--- src/rtl/matrix_stack_mvp_unit_defines.svh ---
// Assertion macros shared by the matrix unit RTL files.
`ifndef MATRIX_STACK_MVP_UNIT_DEFINES_SVH
`define MATRIX_STACK_MVP_UNIT_DEFINES_SVH
`ifndef SYNTHESIS
`define MSM_ASSERT_IMPL(label, clk, rst, ante, cons) \
   label: assert property (@(posedge clk) disable iff (rst) (ante) |-> (cons)) \
      else $error("assertion failed");
`define MSM_ASSERT_NEXT(label, clk, rst, ante, cons) \
   label: assert property (@(posedge clk) disable iff (rst) (ante) |=> (cons)) \
      else $error("assertion failed");
`else
`define MSM_ASSERT_IMPL(label, clk, rst, ante, cons)
`define MSM_ASSERT_NEXT(label, clk, rst, ante, cons)
`endif
`endif

--- src/rtl/msm_pkg.sv ---
// Package with types, codes and constants of the matrix unit.
`default_nettype none
package msm_pkg;
   localparam int DefStackDepth = 32;
   localparam int FracBits = 16;
   localparam logic [31:0] OneFixed = 32'h0001_0000;

   typedef enum logic [2:0] {
      OP_STAGE = 3'd0, OP_APPLY = 3'd1, OP_POP = 3'd2,
      OP_FORCE = 3'd3, OP_INSERT = 3'd4, OP_READ = 3'd5
   } op_type;

   typedef struct packed {
      op_type             operation;
      logic [3:0]         element_index;
      logic signed [31:0] element_value;
      logic               push_flag;
      logic               load_flag;
      logic               projection_flag;
      logic [15:0]        pop_count;
      logic [5:0]         insert_offset;
      logic [31:0]        insert_word;
   } req_payload_type;

   typedef struct packed {
      logic signed [31:0] result_value;
      logic [3:0]         result_index;
      logic               last;
      logic               status;
   } rsp_payload_type;

   typedef enum logic [3:0] {
      ST_IDLE, ST_MUL, ST_MUL_WB, ST_COPY, ST_COPY_WB, ST_INS_RD, ST_INS_WB,
      ST_RD_RD, ST_RD_OUT, ST_STATUS, ST_DONE
   } state_type;

   // Matrix selectors for the datapath.
   typedef enum logic [2:0] {
      M_STAGE, M_PROJ, M_TOP, M_COMB, M_TMP
   } msel_type;

   typedef struct packed {
      logic     clear_acc;
      logic     mac;
      logic     tmp_write;
      msel_type a_sel;
      msel_type b_sel;
      msel_type rd_sel;
      msel_type wr_sel;
      logic     wr_en;
      logic     wr_from_tmp;
      logic     wr_from_stage;
      logic     wr_from_patch;
      logic     stack_up;
      logic [3:0] row;
      logic [3:0] col;
      logic [1:0] k;
   } dp_cmd_type;

   function automatic logic [31:0] ident_elem(input logic [3:0] idx);
      return (idx == 4'd0 || idx == 4'd5 || idx == 4'd10 || idx == 4'd15) ? OneFixed : 32'd0;
   endfunction
endpackage
`default_nettype wire

--- src/rtl/msm_ctrl.sv ---
// Controller state machine sequencing multiplies, copies and reads.
`default_nettype none
`include "matrix_stack_mvp_unit_defines.svh"
module msm_ctrl import msm_pkg::*; #(
   parameter int STACK_DEPTH = DefStackDepth,
   parameter int TopWidth = $clog2(STACK_DEPTH)
) (
   input  wire logic       clock,
   input  wire logic       reset,
   input  wire logic       req_valid,
   output logic            req_ready,
   input  wire logic [2:0] op,
   input  wire logic       push_f,
   input  wire logic       load_f,
   input  wire logic       proj_f,
   input  wire logic [15:0] pop_count,
   input  wire logic [5:0] ins_off,
   input  wire logic [31:0] ins_word,
   output logic            stage_we,
   output dp_cmd_type      cmd,
   output logic [TopWidth-1:0] top_level,
   output logic [15:0]     patch_half,
   output logic            patch_frac,
   output logic            rsp_valid,
   input  wire logic       rsp_ready,
   output logic [3:0]      rsp_idx,
   output logic            rsp_last,
   output logic            rsp_status,
   output logic            rsp_zero
);
   state_type state_ff, state_in;
   logic [TopWidth-1:0] top_ff, top_in;
   logic stale_ff, stale_in;
   logic [3:0] idx_ff, idx_in;
   logic [1:0] k_ff, k_in;
   logic [1:0] phase_ff, phase_in;
   logic mul_comb_ff, mul_comb_in;
   logic load_ff, projm_ff, frac_ff, bad_ff;
   logic [31:0] word_ff;
   logic [3:0] base_ff;
   op_type cur_ff;
   logic [TopWidth:0] top_wide;
   logic [15:0] removed;
   logic accept;

   assign accept = req_valid && req_ready;
   assign top_wide = {1'b0, top_ff};
   assign removed = (pop_count < 16'(top_ff)) ? pop_count : 16'(top_ff);
   assign top_level = top_ff;
   assign patch_frac = frac_ff;
   assign patch_half = (idx_ff == base_ff) ? word_ff[31:16] : word_ff[15:0];

   always_ff @(posedge clock) begin
      if (reset) begin
         state_ff <= ST_IDLE;
         top_ff <= '0;
         stale_ff <= 1'b1;
      end else begin
         state_ff <= state_in;
         top_ff <= top_in;
         stale_ff <= stale_in;
      end
      idx_ff <= idx_in; k_ff <= k_in; phase_ff <= phase_in; mul_comb_ff <= mul_comb_in;
      if (accept) begin
         cur_ff <= op_type'(op);
         load_ff <= load_f; projm_ff <= proj_f;
         frac_ff <= ins_off[5]; bad_ff <= ins_off[1:0] != 2'd0;
         word_ff <= ins_word; base_ff <= {ins_off[4:2], 1'b0};
      end
   end

   always_comb begin
      state_in = state_ff; top_in = top_ff; stale_in = stale_ff;
      idx_in = idx_ff; k_in = k_ff; phase_in = phase_ff; mul_comb_in = mul_comb_ff;
      req_ready = 1'b0; stage_we = 1'b0; cmd = '0;
      cmd.row = {2'b0, idx_ff[3:2]}; cmd.col = {2'b0, idx_ff[1:0]}; cmd.k = k_ff;
      rsp_valid = 1'b0; rsp_idx = idx_ff; rsp_last = 1'b0; rsp_status = 1'b0; rsp_zero = 1'b0;
      case (state_ff)
         ST_IDLE: begin
            req_ready = 1'b1;
            if (req_valid) begin
               idx_in = 4'd0; k_in = 2'd0; phase_in = 2'd0; cmd.clear_acc = 1'b1;
               case (op)
                  OP_STAGE: stage_we = 1'b1;
                  OP_APPLY: begin
                     stale_in = 1'b1;
                     mul_comb_in = 1'b0;
                     if (!proj_f && push_f && (top_wide + 1'b1 < (TopWidth+1)'(STACK_DEPTH)))
                        state_in = ST_COPY;
                     else
                        state_in = load_f ? ST_COPY_WB : ST_MUL;
                  end
                  OP_POP: if (removed != 16'd0) begin
                     top_in = top_ff - TopWidth'(removed);
                     stale_in = 1'b1;
                  end
                  OP_FORCE: begin
                     state_in = ST_COPY_WB; stale_in = 1'b0; mul_comb_in = 1'b0;
                  end
                  OP_INSERT: begin
                     if (ins_off[1:0] != 2'd0) state_in = ST_STATUS;
                     else if (stale_ff) begin state_in = ST_MUL; mul_comb_in = 1'b1; end
                     else state_in = ST_INS_RD;
                  end
                  OP_READ: begin
                     if (stale_ff) begin state_in = ST_MUL; mul_comb_in = 1'b1; end
                     else state_in = ST_RD_RD;
                  end
                  default: ;
               endcase
            end
         end
         // phase 0: issue stack read, 1: mac with registered data; drain is in ST_MUL_WB
         ST_MUL: begin
            if (mul_comb_ff) begin
               cmd.a_sel = M_TOP; cmd.b_sel = M_PROJ;
            end else begin
               cmd.a_sel = M_STAGE; cmd.b_sel = projm_ff ? M_PROJ : M_TOP;
            end
            cmd.mac = (phase_ff == 2'd1);
            if (cmd.mac && cmd.a_sel == M_STAGE && projm_ff) cmd.mac = 1'b1;
            phase_in = phase_ff + 2'd1;
            if (phase_ff == 2'd1) begin
               phase_in = 2'd0;
               k_in = k_ff + 2'd1;
               if (k_ff == 2'd3) state_in = ST_MUL_WB;
            end
         end
         ST_MUL_WB: begin
            phase_in = phase_ff + 2'd1;
            if (phase_ff == 2'd1) begin
               cmd.tmp_write = 1'b1;
               cmd.clear_acc = 1'b1;
               phase_in = 2'd0; k_in = 2'd0;
               idx_in = idx_ff + 4'd1;
               state_in = (idx_ff == 4'd15) ? ST_COPY_WB : ST_MUL;
            end
         end
         ST_COPY: begin
            cmd.rd_sel = M_TOP;
            phase_in = 2'd1;
            state_in = ST_COPY;
            if (phase_ff == 2'd1) begin
               cmd.wr_en = 1'b1; cmd.wr_sel = M_TOP; cmd.stack_up = 1'b1;
               phase_in = 2'd0; idx_in = idx_ff + 4'd1;
               if (idx_ff == 4'd15) begin
                  top_in = top_ff + 1'b1;
                  state_in = load_ff ? ST_COPY_WB : ST_MUL;
               end
            end
         end
         ST_COPY_WB: begin
            // Write back product, staging or forced matrix.
            cmd.wr_en = 1'b1;
            if (cur_ff == OP_FORCE) begin
               cmd.wr_sel = M_COMB; cmd.wr_from_stage = 1'b1;
            end else if (mul_comb_ff) begin
               cmd.wr_sel = M_COMB; cmd.wr_from_tmp = 1'b1;
            end else begin
               cmd.wr_sel = projm_ff ? M_PROJ : M_TOP;
               if (load_ff) cmd.wr_from_stage = 1'b1; else cmd.wr_from_tmp = 1'b1;
            end
            idx_in = idx_ff + 4'd1;
            if (idx_ff == 4'd15) begin
               idx_in = 4'd0;
               if (mul_comb_ff) begin
                  stale_in = 1'b0;
                  state_in = (cur_ff == OP_READ) ? ST_RD_RD : ST_INS_RD;
               end else state_in = ST_IDLE;
            end
         end
         ST_INS_RD: begin
            idx_in = base_ff; state_in = ST_INS_WB;
         end
         ST_INS_WB: begin
            cmd.wr_en = 1'b1; cmd.wr_sel = M_COMB; cmd.wr_from_patch = 1'b1;
            idx_in = idx_ff + 4'd1;
            if (idx_ff != base_ff) state_in = ST_STATUS;
         end
         ST_STATUS: begin
            rsp_valid = 1'b1; rsp_idx = 4'd0; rsp_last = 1'b1;
            rsp_status = bad_ff; rsp_zero = 1'b1;
            if (rsp_ready) state_in = ST_IDLE;
         end
         ST_RD_RD: begin
            cmd.rd_sel = M_COMB;
            rsp_valid = 1'b1; rsp_last = (idx_ff == 4'd15);
            if (rsp_ready) begin
               idx_in = idx_ff + 4'd1;
               if (idx_ff == 4'd15) state_in = ST_IDLE;
            end
         end
         default: state_in = ST_IDLE;
      endcase
   end

   `MSM_ASSERT_IMPL(a_ready_idle, clock, reset, req_ready, state_ff == ST_IDLE)
   `MSM_ASSERT_IMPL(a_rsp_busy, clock, reset, rsp_valid, !req_ready)
   `MSM_ASSERT_NEXT(a_force_fresh, clock, reset, accept && op == OP_FORCE, !stale_ff)
endmodule
`default_nettype wire

--- config.mk ---
export PLATFORM = sky130hd
export DESIGN_NAME = msm_ctrl
export DESIGN_NICKNAME = d
export VERILOG_FILES = /design/src/rtl/msm_pkg.sv /design/src/rtl/msm_ctrl.sv
export VERILOG_INCLUDE_DIRS = /design/src /design/src/rtl
export SDC_FILE = /design/constraint.sdc
export NUM_CORES = 1
export LEC_CHECK = 0
export BUFFER_PORTS_ARGS = -buffer_cell sky130_fd_sc_hd__buf_2
export CORE_ASPECT_RATIO = 1.25
export CORE_MARGIN = 2
export CORE_UTILIZATION = 46
export CTS_CLUSTER_DIAMETER = 100
export DETAILED_ROUTE_END_ITERATION = 8
export MAX_ROUTING_LAYER = met4
export PLACE_DENSITY = 0.76
export SLEW_MARGIN = 40
export SYNTH_ARGS = -nofsm -noshare
export SYNTH_HDL_FRONTEND = slang
export SYNTH_SLANG_ARGS = --single-unit
--- constraint.sdc ---
create_clock -name clock -period 3.7 [get_ports clock]
set_clock_uncertainty 0.1 [all_clocks]
set_input_delay 0.37 -clock clock [delete_from_list [all_inputs] [get_ports clock]]
set_output_delay 0.37 -clock clock [all_outputs]
set_load 0.05 [all_outputs]
* Word level (Yosys, flattened, before mapping) *
Index checks and enable logic that the tools add are counted.

storage, ports and cells
  flip-flop bits (word level) = 61
  input bits = 64
  output and inout bits = 62
  word-level logic and storage cells = 173

cells by class
  add/sub/neg operators = 6
  order comparisons = 2
  eq/ne operators = 39
  muxes and demuxes = 84
  reductions and logical operators = 28

operators by type and width
  kind                                           count
  2-to-1 mux 4 bit                               15
  case mux 4 bit (9 select lines)                1
  2-to-1 mux 16 bit                              2
  2-to-1 mux 3 bit                               10
  2-to-1 mux 5 bit                               6
  inequality test 2 bit, second input constant   14
  2-to-1 mux 1 bit                               27
  case mux 4 bit (6 select lines)                1
  2-to-1 mux 2 bit                               9
  == test 4 x 3 -> 1 bit, second input constant  4
  < comparator 16 x 5 -> 1 bit                   1
  case mux 4 bit (4 select lines)                1
  nonzero test 16 bit                            1
  2-to-1 mux 6 bit                               2
  case mux 2 bit (3 select lines)                2
  case mux 4 bit (3 select lines)                1
  AND reduction 4 bit                            3
  AND reduction 6 bit                            2
  case mux 5 bit (2 select lines)                1
  AND reduction 10 bit                           1
  == test 3 x 2 -> 1 bit, second input constant  3
  == test 3 bit, second input constant           3
  nonzero test 3 bit                             3
  == test 4 x 2 -> 1 bit, second input constant  2
  28 further kinds                               44

* Logic depth before layout (Yosys ltp) *
  depth in word-level cells = 8
  depth in mapped cells = 17
  mapped depth without buffers = 17

* Least setup slack after synthesis *
OpenSTA, ideal clock, no wires.

  path type = reg-to-reg
  start point = register top_ff[1] (netlist: top_level[1])
  end point = register top_ff[4] (netlist: top_level[4])
  setup time = 82 ps
  data arrival time = 3,935 ps
  data required time = 3,518 ps
  slack = -417 ps
  cell stages (with the launch flop) = 16
  path buffers = 0
  clock period less this slack = 4,117 ps
  path through = dfxtp_1 -> inv_1 -> ha_1 -> a2111o_1 -> a31oi_4 -> mux2i_1 -> ha_1 -> xnor2_1 -> nor2_1 -> ha_1 -> nor2b_1 -> o21ai_0 -> nor2b_1 -> or3_1 -> or4_1 -> o2111ai_1

between the ends
  word-level cells in the longest chain between the ends = 7
  elaborated cells on any way between the ends = 13
  those cells by class = add/sub: 2; order compare: 1; eq/ne: 1; mux: 7; reduce/logical: 2

ends and longest elaborated chain
  what                             line            text
  from (decl)                      msm_ctrl.sv:32  logic [TopWidth-1:0] top_ff, top_in;
  from (signal assigned)           msm_ctrl.sv:60  top_ff <= top_in;
  < comparator 16 x 5 -> 1 bit     msm_ctrl.sv:48  assign removed = (pop_count < 16'(top_ff)) ? pop_count : 16'(top_ff);
  2-to-1 mux 16 bit                msm_ctrl.sv:48
  subtractor 5 bit                 msm_ctrl.sv:94  top_in = top_ff - TopWidth'(removed);
  2-to-1 mux 5 bit                 msm_ctrl.sv:93  OP_POP: if (removed != 16'd0) begin
  2-to-1 mux 5 bit                 msm_ctrl.sv:83  case (op)
  2-to-1 mux 5 bit                 msm_ctrl.sv:81  if (req_valid) begin
  case mux 5 bit (2 select lines)  msm_ctrl.sv:78  case (state_ff)

Parallel ways exist; a longest one is shown, timed or not. The select of a mux whose other input is x is not followed.
A chain may end at the register's enable or synchronous reset.

* Final worst setup path *
Same ends and word-level chain as after synthesis.

==> flow_summary.json <==
{
  "hold_viol_final": 0,
  "top_layer": "met4",
  "yosys_warnings": 0,
  "die_h_um": 103,
  "cts_buffer_depth": 2,
  "drtIter0Drc": 208,
  "nets": 555,
  "cp_max_fo": 4,
  "wl_per_cell_um": 15.7,
  "stdcell_count": 579,
  "start_kind": "register",
  "fin_crit_sh_pct": 99.5,
  "cts.sinks": 61,
  "synth_top_area_share_pct": 42.6,
  "p_int_mw": 1.85,
  "path_cells": "inv_2 -> ha_1 -> a2111o_1 -> a31oi_4 -> mux2i_1 -> ha_2 -> xnor2_1 -> nor2_1 -> ha_1 -> nor2b_2 -> o21ai_1 -> nor2b_1 -> or3_1 -> or4_1 -> o2111ai_1",
  "ys_ff_latch": 61,
  "viasPerCell": 5.48,
  "yosys-top-cells-count": "edfxtp_1, nor2_1, a21oi_1, o21ai_0, nand2_1",
  "fp-row-count": 36,
  "synth_area_leader_cell": "edfxtp_1",
  "netSwitchingFraction_pct": 49.4,
  "grtUsageTotal_pct": 20.8,
  "synth-main-ff-cell": "edfxtp_1",
  "finalWirelength_um": 9100,
  "crit_path_frequent_cell": "ha_1",
  "synth_cell_types": 57,
  "clk_latency_ns": 0.34,
  "path_clk_slew_ns": 0.08,
  "setup_violations": 0,
  "initial_core_util_pct": 46.7,
  "critPathArrivalTime_ns": 3.84,
  "detailed_place_hpwl_um": 6730,
  "ir_worst_vdd_mv": 0.583,
  "grt_max_degree": 41,
  "slowest_stage": "a2111o_1",
  "cts_tree": "yes",
  "syn_area_per_cell_um2": 10.1,
  "power_frac_clock_pct": 16.5,
  "wl_met2_um": 4770,
  "max_slew_margin_pct": 50.1,
  "finalSetupTns_ns": 0,
  "max-cap-violations": 0,
  "worstSetupPathType": "register to register",
  "rsz0062_at_grt": "yes",
  "dpl.cell_count": 559,
  "combPwrFrac_pct": 53.2,
  "seqPwrFrac_pct": 30.3,
  "status": "completed",
  "syn_area_um2": 3600,
  "met3_length_um": 461,
  "hp-class": "input pin to register",
  "core_um2": 7700,
  "dieArea_um2": 8550,
  "drv_slew": 0,
  "grt_overflow": 0,
  "cts_inserted_buffers": 9,
  "period_minus_slack_ns": 3.68,
  "synth_top_cells_by_area": "edfxtp_1, mux2_2, dfxtp_1",
  "grt_pass1_wl_um": 13800,
  "grt_pass1_vias": 2895,
  "crit_path_end_kind": "register",
  "dpl-instance-area_um2": 4290,
  "leakagePower_nw": 1.94,
  "via_count": 3172,
  "wirelength_met1_um": 3600,
  "slowest_delay_ns": 0.45,
  "area_growth_pct": 25.8,
  "synth_edf_count": 51,
  "dr.pass1.iters": 4,
  "die_w_um": 83.1,
  "io_buffer_count": 116,
  "drive_above_1_share_pct": 37.6,
  "worst_ep_required_time_ns": 3.86,
  "n_fill_cell": 682,
  "yosysSeqAreaShare_pct": 48.1,
  "power.net_switching_mw": 1.80,
  "ant_nets": 0,
  "power.total_mw": 3.65,
  "fin_util_pct": 58.8,
  "power.density_nw_per_um2": 806,
  "root_buffer": "clkbuf_8",
  "max_freq_mhz": 272,
  "antenna_found_initial": 0,
  "remaining_drc_errors": 0,
  "tightest_slew_ns": 0.740,
  "top_level_ports": 126,
  "async_reset_ff_share_pct": 0,
  "synth.most_common_cell": "edfxtp_1",
  "final_cell_area_um2": 4530,
  "netlist_instances": 355,
  "gp_congestion": 0.879,
  "insertedDiodeCount": 0,
  "h-tree-depth": 3,
  "hold_buffers": 0
}
critical path: cells and delay by family (launching register included):
kind / cells / cell delay [ns]
compound gates: 4 / 0.83
flops: 1 / 0.37
mux: 1 / 0.26
simple gates: 5 / 1.06
buf+inv: 1 / 0.06
fa+ha+maj: 3 / 0.79
xor+xnor: 1 / 0.12
power by group through the flow:
stage	clock [mW]	combinational [mW]	sequential, mW
finish	0.600	1.94	1.11
global route	0.637	2.08	1.13
CTS	0.607	1.93	1.11
detailed placement	0	1.92	1.13
global placement	0	1.90	1.12
floorplan	0	1.40	1.21
cell type report:
cell class                 count  area, µm²  area share [%]
sequential                    61       1750            38.6
timing repair buffer         129        678            15.0
multi-input combinational    259       1710            37.8
tap                           95        119            2.63
clock buffer                   9        124            2.74
clock inverter                 7       73.8            1.63
inverter                      19       72.6            1.60
cells in the final DEF, fill, tap and decap left out, drive strengths merged, types with 3 or more instances in the layout:
master / netlist / routed
nor2b: 14 / 14
ha: 11 / 11
nor3: 13 / 13
xor2: 5 / 5
dfxtp: 10 / 10
edfxtp: 51 / 51
nor2: 38 / 38
conb: 1 / 9
mux2i: 6 / 6
nand3: 15 / 15
buf: 15 / 129
nand2b: 8 / 8
nor3b: 3 / 3
mux2: 18 / 18
inv: 18 / 20
xnor2: 8 / 8
nand3b: 3 / 3
nor4: 6 / 6
and3: 4 / 4
clkbuf: 9 / 9
a21oi: 20 / 20
clkinv: 1 / 4
a31oi: 5 / 5
o21ai: 20 / 20
nand2: 19 / 19
a211oi: 3 / 3
flip-flops by register name, summed over array words and instances (netlist names):
name	cells
cur_ff	3
word_ff	32
bad_ff	1
phase_ff	2
stale_ff	1
load_ff	1
mul_comb_ff	1
top_level	5
base_ff	3
idx_ff	4
k_ff	2
patch_frac	1
projm_ff	1
state_ff	4
metrics by stage:
| stage | hold slack (ns) | setup slack [ns] |
|---|---|---|
| final | 0.101 | 0.0193 |
| after global routing | 0.0882 | -0.165 |
| after CTS | 0.0924 | 0.0792 |
| after detailed placement | 0.426 | 0.0309 |
| after global placement | 0.416 | 0.104 |
| after floorplan | 0.369 | -0.00932 |
cells by family (layout without fill, tap and decap cells):
| group | after synthesis | in the layout | synth area share (%) |
|---|---|---|---|
| muxes | 24 | 24 | 7.30 |
| AOI/OAI and AO/OA | 68 | 68 | 12.1 |
| DFF | 61 | 61 | 48.1 |
| adders and majority gates | 12 | 12 | 4.38 |
| buffers and inverters | 43 | 164 | 5.77 |
| and+or+nand+nor | 133 | 133 | 19.1 |
| xor gates and xnor gates | 13 | 13 | 3.16 |
| other | 1 | 9 | 0.104 |
layer usage:
| layer | global-route usage (%) | up-vias |
|---|---|---|
| met2 | 35.2 | 110 |
| met5 | - | - |
| met1 | 24.9 | 1509 |
| met3 | 3.12 | 31 |
| met4 | 9.33 | 0 |
| li1 | - | 1522 |
path summary, 6_finish.rpt:
check                                  from                        end  slack (ns)  cells after the start
setup / recovery  top_level[1]$_SDFFE_PP0P_  top_level[4]$_SDFFE_PP0P_        0.02                     15
hold / removal                 ins_word[18]      word_ff[18]$_DFFE_PP_        0.10                      1
hold reg to reg   top_level[3]$_SDFFE_PP0P_  top_level[3]$_SDFFE_PP0P_        0.44                      2
setup reg to reg  top_level[1]$_SDFFE_PP0P_  top_level[4]$_SDFFE_PP0P_        0.02                     15
what timing repair did:
item,4_1_cts,5_1_grt
resized for setup,0,5
endpoints found under the setup margin,0,1
buffers inserted,0,4
No activity file was read; power rests on OpenSTA's default activity.
